<file path="config.mk">
export PLATFORM = sky130hd
export DESIGN_NAME = ipv4_header_parse_check_flat
export DESIGN_NICKNAME = d
export VERILOG_FILES = /design/src/rtl/iphc_pkg.sv /design/src/rtl/iphc_if.sv /design/src/rtl/ipv4_header_parse_check.sv /design/src/rtl/iphc_csum.sv /design/src/flat_wrapper.sv
export SDC_FILE = /design/constraint.sdc
export NUM_CORES = 1
export LEC_CHECK = 0
export ABC_AREA = 1
export ABC_CLOCK_PERIOD_IN_PS = 4940
export BUFFER_PORTS_ARGS = -buffer_cell sky130_fd_sc_hd__clkbuf_2
export CORE_ASPECT_RATIO = 1.1
export CORE_MARGIN = 2
export CORE_UTILIZATION = 55
export DETAILED_ROUTE_END_ITERATION = 10
export GPL_TIMING_DRIVEN = 0
export PLACE_DENSITY = 0.75
export SKIP_CTS_REPAIR_TIMING = 1
export SYNTH_ARGS = -nofsm -noshare
export SYNTH_HDL_FRONTEND = slang
export SYNTH_SLANG_ARGS = --single-unit
</file>
<file path="constraint.sdc">
create_clock -name clk -period 4.94 [get_ports clk]
set_clock_uncertainty 0.15 [all_clocks]
set_input_delay 0.741 -clock clk [delete_from_list [all_inputs] [get_ports clk]]
set_output_delay 0.741 -clock clk [all_outputs]
set_load 0.01 [all_outputs]
</file>
<file path="src/rtl/iphc_pkg.sv">
`timescale 1ns / 1ps

package iphc_pkg;

	// smallest datagram that can hold a fixed header
	localparam int unsigned MIN_HEADER_BYTES = 20;

	// byte counter holds 0..65536, stops at the top
	localparam int unsigned CNT_W = 17;

	localparam logic [3:0]  IP_VERSION  = 4'd4;
	localparam logic [3:0]  MIN_IHL     = 4'd5;
	localparam logic [15:0] CSUM_GOOD   = 16'hffff;

	typedef enum logic [2:0] {
		ST_OK           = 3'd0,
		ST_TOO_SHORT    = 3'd1,
		ST_BAD_VERSION  = 3'd2,
		ST_HDR_SHORT    = 3'd3,
		ST_LEN_MISMATCH = 3'd4,
		ST_BAD_CSUM     = 3'd5
	} status_t;

	typedef struct packed {
		logic [7:0] data_byte;
		logic       last_byte;
	} byte_word_t;

	typedef struct packed {
		status_t     status;
		logic [3:0]  ihl_words;
		logic [7:0]  type_of_service;
		logic [15:0] total_length;
		logic [15:0] ident;
		logic        dont_fragment;
		logic        more_fragments;
		logic [12:0] frag_offset;
		logic [7:0]  time_to_live;
		logic [7:0]  protocol;
		logic [31:0] source_addr;
		logic [31:0] dest_addr;
	} hdr_word_t;

	// controls for the checksum accumulator
	typedef struct packed {
		logic adv;     // a byte leaves stage 1
		logic clr;     // end of datagram, start over
		logic take;    // byte lies inside the header
		logic odd;     // byte completes a 16-bit word
	} csum_ctl_t;

endpackage

</file>
<file path="src/rtl/iphc_if.sv">
`timescale 1ns / 1ps

interface iphc_byte_if import iphc_pkg::*; ();
	logic       valid;
	logic       ready;
	byte_word_t data;

	modport source (output valid, output data, input ready);
	modport sink (input valid, input data, output ready);
endinterface

interface iphc_hdr_if import iphc_pkg::*; ();
	logic      valid;
	logic      ready;
	hdr_word_t data;

	modport source (output valid, output data, input ready);
	modport sink (input valid, input data, output ready);
endinterface

</file>
<file path="src/rtl/ipv4_header_parse_check.sv">
`timescale 1ns / 1ps

// channel  dir  word         contents
// pkt      in   byte_word_t  one datagram byte, network order, last_byte on the final one
// res      out  hdr_word_t   decoded header fields and check status, one per datagram
//
// one byte is taken per cycle unless a final byte is stalled; a datagram's result follows its
// last byte through the input register, then the result register
// arst_n clears the byte counter, checksum and all captured fields
// a full result register stalls only a final byte; other bytes keep moving
// pkt.ready follows res.ready combinationally through stage 1

module ipv4_header_parse_check import iphc_pkg::*; (
	input  logic            clk,
	input  logic            arst_n,
	iphc_byte_if.sink       pkt,
	iphc_hdr_if.source      res
);

	// stage 1: registered input byte
	logic             valid_s1;
	logic [7:0]       data_s1;
	logic             last_s1;

	// per-datagram state
	logic [CNT_W-1:0] count_q;
	logic [7:0]       first_q;
	logic [7:0]       tos_q;
	logic [15:0]      length_q;
	logic [15:0]      ident_q;
	logic [15:0]      flags_q;
	logic [7:0]       ttl_q;
	logic [7:0]       proto_q;
	logic [31:0]      src_q;
	logic [31:0]      dst_q;

	// next values after this byte's capture
	logic [7:0]       first_nx;
	logic [7:0]       tos_nx;
	logic [15:0]      length_nx;
	logic [15:0]      ident_nx;
	logic [15:0]      flags_nx;
	logic [7:0]       ttl_nx;
	logic [7:0]       proto_nx;
	logic [31:0]      src_nx;
	logic [31:0]      dst_nx;

	logic [CNT_W-1:0] total;
	logic [5:0]       hdr_bytes;
	logic [15:0]      sum_nx;
	logic             advance;
	csum_ctl_t        csum_ctl;
	status_t          status;
	hdr_word_t        result;

	logic             out_valid_q;
	hdr_word_t        out_q;

	// a final byte waits while the result register is full
	assign advance   = valid_s1 && (!last_s1 || !out_valid_q || res.ready);
	assign pkt.ready = !valid_s1 || advance;

	always_ff @(posedge clk or negedge arst_n) begin
		if (!arst_n) begin
			valid_s1 <= 1'b0;
		end else if (pkt.ready) begin
			valid_s1 <= pkt.valid;
		end
	end

	always_ff @(posedge clk) begin
		if (pkt.valid && pkt.ready) begin
			data_s1 <= pkt.data.data_byte;
			last_s1 <= pkt.data.last_byte;
		end
	end

	// field capture by byte position
	always_comb begin
		first_nx  = first_q;
		tos_nx    = tos_q;
		length_nx = length_q;
		ident_nx  = ident_q;
		flags_nx  = flags_q;
		ttl_nx    = ttl_q;
		proto_nx  = proto_q;
		src_nx    = src_q;
		dst_nx    = dst_q;
		unique case (count_q)
			17'd0: first_nx = data_s1;
			17'd1: tos_nx   = data_s1;
			17'd2, 17'd3: length_nx = {length_q[7:0], data_s1};
			17'd4, 17'd5: ident_nx  = {ident_q[7:0], data_s1};
			17'd6, 17'd7: flags_nx  = {flags_q[7:0], data_s1};
			17'd8: ttl_nx   = data_s1;
			17'd9: proto_nx = data_s1;
			17'd12, 17'd13, 17'd14, 17'd15: src_nx = {src_q[23:0], data_s1};
			17'd16, 17'd17, 17'd18, 17'd19: dst_nx = {dst_q[23:0], data_s1};
			default: ;
		endcase
	end

	// header length in bytes, from the version/ihl byte as just captured
	assign hdr_bytes = {first_nx[3:0], 2'b00};

	// saturating byte count including this byte
	assign total = count_q[CNT_W-1] ? count_q : count_q + 1'b1;

	always_comb begin
		csum_ctl.adv  = advance;
		csum_ctl.clr  = last_s1;
		csum_ctl.take = count_q < {{(CNT_W-6){1'b0}}, hdr_bytes};
		csum_ctl.odd  = count_q[0];
	end

	iphc_csum u_csum (
		.clk       (clk),
		.arst_n    (arst_n),
		.ctl       (csum_ctl),
		.data_byte (data_s1),
		.sum_next  (sum_nx)
	);

	// checks in priority order
	always_comb begin
		priority if (total < CNT_W'(MIN_HEADER_BYTES)) begin
			status = ST_TOO_SHORT;
		end else if (total < {{(CNT_W-6){1'b0}}, hdr_bytes}) begin
			status = ST_TOO_SHORT;
		end else if (first_nx[7:4] != IP_VERSION) begin
			status = ST_BAD_VERSION;
		end else if (first_nx[3:0] < MIN_IHL) begin
			status = ST_HDR_SHORT;
		end else if (total != {1'b0, length_nx}) begin
			status = ST_LEN_MISMATCH;
		end else if (sum_nx != CSUM_GOOD) begin
			status = ST_BAD_CSUM;
		end else begin
			status = ST_OK;
		end
	end

	always_comb begin
		result        = '0;
		result.status = status;
		// a datagram too short for a fixed header reports no fields
		if (total >= CNT_W'(MIN_HEADER_BYTES)) begin
			result.ihl_words       = first_nx[3:0];
			result.type_of_service = tos_nx;
			result.total_length    = length_nx;
			result.ident           = ident_nx;
			result.dont_fragment   = flags_nx[14];
			result.more_fragments  = flags_nx[13];
			result.frag_offset     = flags_nx[12:0];
			result.time_to_live    = ttl_nx;
			result.protocol        = proto_nx;
			result.source_addr     = src_nx;
			result.dest_addr       = dst_nx;
		end
	end

	// state update, cleared after each final byte
	always_ff @(posedge clk or negedge arst_n) begin
		if (!arst_n) begin
			count_q  <= '0;
			first_q  <= '0;
			tos_q    <= '0;
			length_q <= '0;
			ident_q  <= '0;
			flags_q  <= '0;
			ttl_q    <= '0;
			proto_q  <= '0;
			src_q    <= '0;
			dst_q    <= '0;
		end else if (advance) begin
			if (last_s1) begin
				count_q  <= '0;
				first_q  <= '0;
				tos_q    <= '0;
				length_q <= '0;
				ident_q  <= '0;
				flags_q  <= '0;
				ttl_q    <= '0;
				proto_q  <= '0;
				src_q    <= '0;
				dst_q    <= '0;
			end else begin
				count_q  <= total;
				first_q  <= first_nx;
				tos_q    <= tos_nx;
				length_q <= length_nx;
				ident_q  <= ident_nx;
				flags_q  <= flags_nx;
				ttl_q    <= ttl_nx;
				proto_q  <= proto_nx;
				src_q    <= src_nx;
				dst_q    <= dst_nx;
			end
		end
	end

	// result register
	always_ff @(posedge clk or negedge arst_n) begin
		if (!arst_n) begin
			out_valid_q <= 1'b0;
		end else if (advance && last_s1) begin
			out_valid_q <= 1'b1;
		end else if (res.ready) begin
			out_valid_q <= 1'b0;
		end
	end

	always_ff @(posedge clk) begin
		if (advance && last_s1) begin
			out_q <= result;
		end
	end

	assign res.valid = out_valid_q;
	assign res.data  = out_q;

endmodule

</file>
<file path="src/rtl/iphc_csum.sv">
`timescale 1ns / 1ps

module iphc_csum import iphc_pkg::*; (
	input  logic        clk,
	input  logic        arst_n,
	input  csum_ctl_t   ctl,
	input  logic [7:0]  data_byte,
	output logic [15:0] sum_next
);

	logic [7:0]  hold_q;
	logic [15:0] sum_q;
	logic [16:0] raw;
	logic [15:0] folded;

	always_comb begin
		raw    = {1'b0, sum_q} + {1'b0, hold_q, data_byte};
		// end-around carry
		folded = raw[15:0] + {15'd0, raw[16]};
		sum_next = (ctl.take && ctl.odd) ? folded : sum_q;
	end

	always_ff @(posedge clk or negedge arst_n) begin
		if (!arst_n) begin
			hold_q <= '0;
			sum_q  <= '0;
		end else if (ctl.adv) begin
			if (ctl.clr) begin
				hold_q <= '0;
				sum_q  <= '0;
			end else if (ctl.take) begin
				if (ctl.odd) begin
					sum_q <= folded;
				end else begin
					hold_q <= data_byte;
				end
			end
		end
	end

endmodule

</file>
<file path="src/flat_wrapper.sv">
// flat-port wrapper written by rule: the top's interface ports become plain ports
module ipv4_header_parse_check_flat import iphc_pkg::*;
  (clk, arst_n, pkt_valid, pkt_data, pkt_ready, res_valid, res_data, res_ready);
  iphc_byte_if pkt_i ();
  iphc_hdr_if res_i ();
  input  logic clk;
  input  logic arst_n;
  input wire logic [$bits(pkt_i.valid)-1:0] pkt_valid;
  input wire logic [$bits(pkt_i.data)-1:0] pkt_data;
  output wire logic [$bits(pkt_i.ready)-1:0] pkt_ready;
  output wire logic [$bits(res_i.valid)-1:0] res_valid;
  output wire logic [$bits(res_i.data)-1:0] res_data;
  input wire logic [$bits(res_i.ready)-1:0] res_ready;
  assign pkt_i.valid = pkt_valid;
  assign pkt_i.data = pkt_data;
  assign pkt_ready = pkt_i.ready;
  assign res_valid = res_i.valid;
  assign res_data = res_i.data;
  assign res_i.ready = res_ready;
  ipv4_header_parse_check u_core (.clk(clk), .arst_n(arst_n), .pkt(pkt_i), .res(res_i));
endmodule
</file>
### Word-level counts from Yosys, hierarchy flattened

Index checks and enable logic that the tools add are counted.

* add/subtract/negate cells: 3
* $lt $le $gt $ge: 5
* equal/unequal tests: 21
* multiplexer cells: 33
* reduce and logical (&&, ||, !) cells: 23

Operators with widths (count)
* 2-to-1 mux 16 bit: 8
* 2-to-1 mux 32 bit: 4
* == test 17 x 4 -> 1 bit, second input constant: 6
* 2-to-1 mux 8 bit: 11
* == test 17 x 3 -> 1 bit, second input constant: 4
* == test 17 x 5 -> 1 bit, second input constant: 4
* == test 17 x 2 -> 1 bit, second input constant: 2
* < comparator 17 x 6 -> 1 bit: 2
* 2-to-1 mux 17 bit: 2
* 2-to-1 mux 15 bit: 2
* adder 16 x 16 -> 17 bit: 1
* adder 17 x 1 -> 17 bit, second input constant: 1
* == test 17 x 1 -> 1 bit, second input constant: 1
* >= comparator 17 x 5 -> 1 bit, second input constant: 1
* zero test 17 bit: 1
* < comparator 17 x 5 -> 1 bit, second input constant: 1
* inequality test 17 x 16 -> 1 bit: 1
* adder 16 x 1 -> 16 bit: 1
* inequality test 16 bit, second input constant: 1
* OR reduction 4 bit: 3
* OR reduction 2 bit: 4
* 2-to-1 mux 3 bit: 2
* AND reduction 3 bit: 2
* nonzero test 2 bit: 3
* other kinds (8): 17

* register bits: 337
* input bits: 13

### Longest topological paths before layout

* depth after elaboration: 10
* mapped depth: 30
* depth with buffers taken out: 30

### Hierarchy

A second synthesis with hierarchy kept.

* cell total of the unflattened synthesis: 2124
* area total of the unflattened synthesis: 17349.1 µm²

By module, submodules not included
* ipv4_header_parse_check: times used 1, cells an instance 1732, area each 14844.2 µm², sequential area each 8588.2 µm²
* iphc_csum: times used 1, cells an instance 392, area each 2504.9 µm², sequential area each 600.6 µm²

### Least setup slack after synthesis

Ideal clock, no wire load.

* path kind: input-to-reg
* from: input res_ready
* to: register u_core.u_csum.hold_q[0]
* setup time: 0.129 ns
* data arrival time: 4.534 ns
* required time: 4.661 ns
* slack: 0.128 ns
* cell stages on the path: 9
* path buffers: 1
* cells stage by stage: nor2_1 -> nand2_1 -> nand2_1 -> inv_1 -> nand2_1 -> inv_1 -> or2_1 -> buf_2 -> o22ai_1

* word-level cells in the longest chain between the ends: 3

Ends and longest elaborated chain
* start, declared: RTL line flat_wrapper.sv:13 `input wire logic [$bits(res_i.ready)-1:0] res_ready;`
* logical OR 1 bit: RTL line ipv4_header_parse_check.sv:60 `assign advance = valid_s1 && (!last_s1 || !out_valid_q || res.ready);`
* logical AND 1 bit: RTL line ipv4_header_parse_check.sv:60
* AND reduction 3 bit (no source line)
* end signal, assigned: RTL line iphc_csum.sv:35 `hold_q <= data_byte;`
* end, declared: RTL line iphc_csum.sv:11 `logic [7:0] hold_q;`

Every way passes these cells.
A chain may end at the register's enable or synchronous reset.

### Worst setup path in the final report

* from: register u_core.data_s1[0]
* to: register u_core.out_q (netlist bit u_core.res.data[141]) (data pin)

* word-level cells in the longest chain between the ends: 7
* elaborated cells between the ends (all ways): 14
* those cells by class: 2 x add/sub; 3 x order compare; 2 x eq/ne; 5 x mux; 2 x reduce/logical

Ends and longest elaborated chain
* start, declared: RTL line ipv4_header_parse_check.sv:22 `logic [7:0] data_s1;`
* start signal, assigned: RTL line ipv4_header_parse_check.sv:73 `data_s1 <= pkt.data.data_byte;`
* branches (longest 7 deep; another with adder 16 x 16 -> 17 bit)
* end signal, assigned: RTL line ipv4_header_parse_check.sv:215 `out_q <= result;`
* end, declared: RTL line ipv4_header_parse_check.sv:57 `hdr_word_t out_q;`

Several ways; the timed one is not identified.

==> out/results.ini <==
[sta]
hold_viol = 0
fin_crit_sh = 0.948
slew_headroom = 0.420
finalSetupViolCount = 0
fmax_mhz = 214
tightestPinTransition_ns = 0.870
fin_hold_ws_ns = 0.102
grt_setup_unrepaired = false
fin_crit_ns = 4.68
slew_viol_final = 0

[synth]
ys_warn_count = 0
ys_seq_area_frac = 0.543
synth_area_um2 = 16900
synthCells = 1926
syn-num-nets = 1964
synth-seq-cells = 337
post_synth.cell_area_avg_um2 = 8.79
ys_types = 51

[layout]
diodes = 0
nFillCells = 2586
synthToLayoutAreaGrowth_pct = 15.1
drive_gt1_frac = 0.158
finish.utilization = 0.642
fin_nets = 2169

[power_and_ir_drop]
p_leak_nw = 9.78
vdd_drop_max_v = 0.000262
powerDensity_nw_per_um2 = 381
power.total_w = 0.00742

[clock_tree]
clkSlewWorstSetupHoldPaths_ns = 0.07
cts_buffer_depth = 3
cts.sink_count = 337
cts_buffers = 34
cts_tree = built
htreeDepth = 2
root_buffer = clkbuf_16
insertion_delay_ns = 0.52

[worst_setup_path]
arrival_ns = 4.80
worst_setup_path_start_kind = flop
crit_required_ns = 5.05
crit_fanout = 5
path_class = reg -> reg
crit_end = u_core.res.data[141]$_SDFFCE_PP0P_
cpMaxStageDelayCell = edfxtp_1
r2r_start = u_core.data_s1[0]$_DFFE_PP_
crit_path_start = u_core.data_s1[0]$_DFFE_PP_
cp_slowest_stage_delay_ns = 0.42
reg2reg_depth = 27
end_kind = flop
r2r-end = u_core.res.data[141]$_SDFFCE_PP0P_
crit_top_cell = nand2_1
r2r_slack_ns = 0.26

[min_path]
hp-class = in -> async

[floorplan]
start_util = 0.558
die_area_um2 = 32200
io_pins = 157
die-height_um = 188
die_w_um = 171
core_um2 = 30300
rows = 67

[global_routing]
antenna_found_initial = 0
first_global_vias = 13200
grt_pass1_wl_um = 68000
overflow = 0
grt_usage = 0.267
grt_start_max_net_pins = 108

[route]
drt_iter0_drc = 1219
vias = 13800
vias_per_cell = 5.37
drc_errors = 0
drt-pass1-iter-count = 5
drt_wl_total_um = 42600
ant_nets = 0
wire_per_inst_um = 16.6

[placed_design]
gp_congestion = 0.913
port_buffers = 156
hpwlAfterDp_um = 30200

[run_status]
status = completed

[flow_run]
drv_cap = 0

==> critical path, delay by kind of cell (launching register included) <==
family | cells | cell delay [ns]
and+or+nand+nor | 17 | 1.93
adders and majority gates | 4 | 1.10
AOI/OAI and AO/OA | 3 | 0.55
DFF | 1 | 0.42
buffers and inverters | 3 | 0.25
==> state kept, by name (all words and copies together) (netlist names), 8 cells and up <==
name / flops
u_core.u_csum.sum_q: 16
u_core.ttl_q: 8
u_core.proto_q: 8
u_core.data_s1: 8
u_core.flags_q: 15
u_core.res.data: 142
u_core.ident_q: 16
u_core.length_q: 16
u_core.u_csum.hold_q: 8
u_core.first_q: 8
u_core.tos_q: 8
u_core.src_q: 32
u_core.count_q: 17
u_core.dst_q: 32
==> cells in the mapped netlist (all sizes together) <==
master | count | area share
nand4 | 19 | 0.0083
buf | 23 | 0.011
o21a | 1 | 0.00044
a211oi | 1 | 0.00044
o22ai | 114 | 0.046
nand3 | 74 | 0.024
o21bai | 2 | 0.00089
dfrtp | 186 | 0.28
a22o | 35 | 0.018
a31o | 1 | 0.00052
inv | 391 | 0.087
ha | 24 | 0.018
clkinv | 2 | 0.00052
edfxtp | 151 | 0.27
and2 | 1 | 0.00037
a21oi | 42 | 0.012
a31oi | 2 | 0.00074
clkbuf | 54 | 0.012
or3 | 1 | 0.00037
nand2 | 435 | 0.098
o211ai | 5 | 0.0022
xor2 | 14 | 0.0072
o2111a | 1 | 0.00067
or2 | 68 | 0.025
o21ai | 152 | 0.047
xnor2 | 3 | 0.0016
nor4 | 4 | 0.0015
nor2 | 104 | 0.026
nor3 | 15 | 0.0054
fa | 1 | 0.0012
==> worst min-delay path by stage <==
stage | startpoint | endpoint | slack (ns) | depth (start not counted)
CTS | arst_n | u_core.ttl_q[1]$_DFFE_PN0P_ | 0.15 | 1
global route | arst_n | u_core.ttl_q[1]$_DFFE_PN0P_ | 0.16 | 1
finish | arst_n | u_core.ttl_q[1]$_DFFE_PN0P_ | 0.10 | 1
detailed placement | u_core.first_q[2]$_DFFE_PN0P_ | u_core.first_q[2]$_DFFE_PN0P_ | 0.32 | 2
floorplan | arst_n | u_core.count_q[0]$_DFFE_PN0P_ | 0.30 | 0
global placement | u_core.first_q[0]$_DFFE_PN0P_ | u_core.first_q[0]$_DFFE_PN0P_ | 0.31 | 2
==> cell type report <==
cell class | count | area [um^2] | area share
inverters | 393 | 1490 | 0.0763
well taps | 414 | 518 | 0.0266
multi-input cells | 1119 | 5870 | 0.302
plain buffers | 77 | 389 | 0.0200
clock buffers | 44 | 961 | 0.0493
flip-flops and latches | 337 | 9190 | 0.472
clock inverters | 17 | 133 | 0.00681
repair buffers | 169 | 927 | 0.0476
==> placed cells by master, fill, tap and decap left out, types with 11 or more instances in the layout <==
master,Yosys,final
edfxtp_1,151,151
o22ai_1,104,104
ha_1,24,23
a21oi_1,42,42
clkbuf_2,3,158
buf_6,12,12
nand3_1,68,68
nand4_1,17,17
a22o_1,35,35
nor2_1,95,94
nand2_1,428,428
inv_1,379,377
or2_1,31,31
buf_4,0,11
xor2_1,14,14
o21ai_1,13,13
or2_2,37,37
inv_2,12,12
o21ai_0,132,132
clkbuf_16,0,36
dfrtp_1,186,186
nor3_1,13,13
clkbuf_1,51,56
==> report_power, final <==
group | switching (W) | internal [W] | leakage [nW]
clock network | 0.00111 | 0.00144 | 0.520
registers | 0.000111 | 0.00312 | 4.03
logic | 0.00113 | 0.000510 | 5.23
total | 0.00235 | 0.00507 | 9.78
==> cell families (layout without fill, tap and decap cells) <==
logic type | count (synthesis) | count (layout) | share of synthesized area
XOR/XNOR | 17 | 17 | 0.00880
AO/OA/AOI/OAI | 356 | 356 | 0.130
AND/OR/NAND/NOR | 721 | 721 | 0.189
buffers and inverters | 470 | 700 | 0.110
flip-flops | 337 | 337 | 0.543
adder cells (fa/ha/maj) | 25 | 25 | 0.0189
==> per-layer routing <==
metal / vias up / wire length, um / part of all wire / GRT usage
li1: 6642 / - / - / -
met1: 6574 / 18200 / 0.43 / 0.371
met2: 494 / 20700 / 0.49 / 0.443
met3: 84 / 2650 / 0.062 / 0.0314
met4: 0 / 1070 / 0.025 / 0.0756
met5: - / 0 / 0 / 0
==> metrics by stage <==
step / setup slack, ns / instances / setup TNS (ns) / area (um^2)
global placement: -1.47 / 2496 / -310.79 / 18200
finish: 0.258 / 2570 / 0 / 19500
floorplan: 0.128 / 1926 / 0 / 16900
global route: 0.0339 / 2570 / 0 / 19500
CTS: -0.0143 / 2559 / -0.0143 / 19400
detailed placement: 0.0226 / 2498 / 0 / 18300
Power figures use the tool's default switching activity.
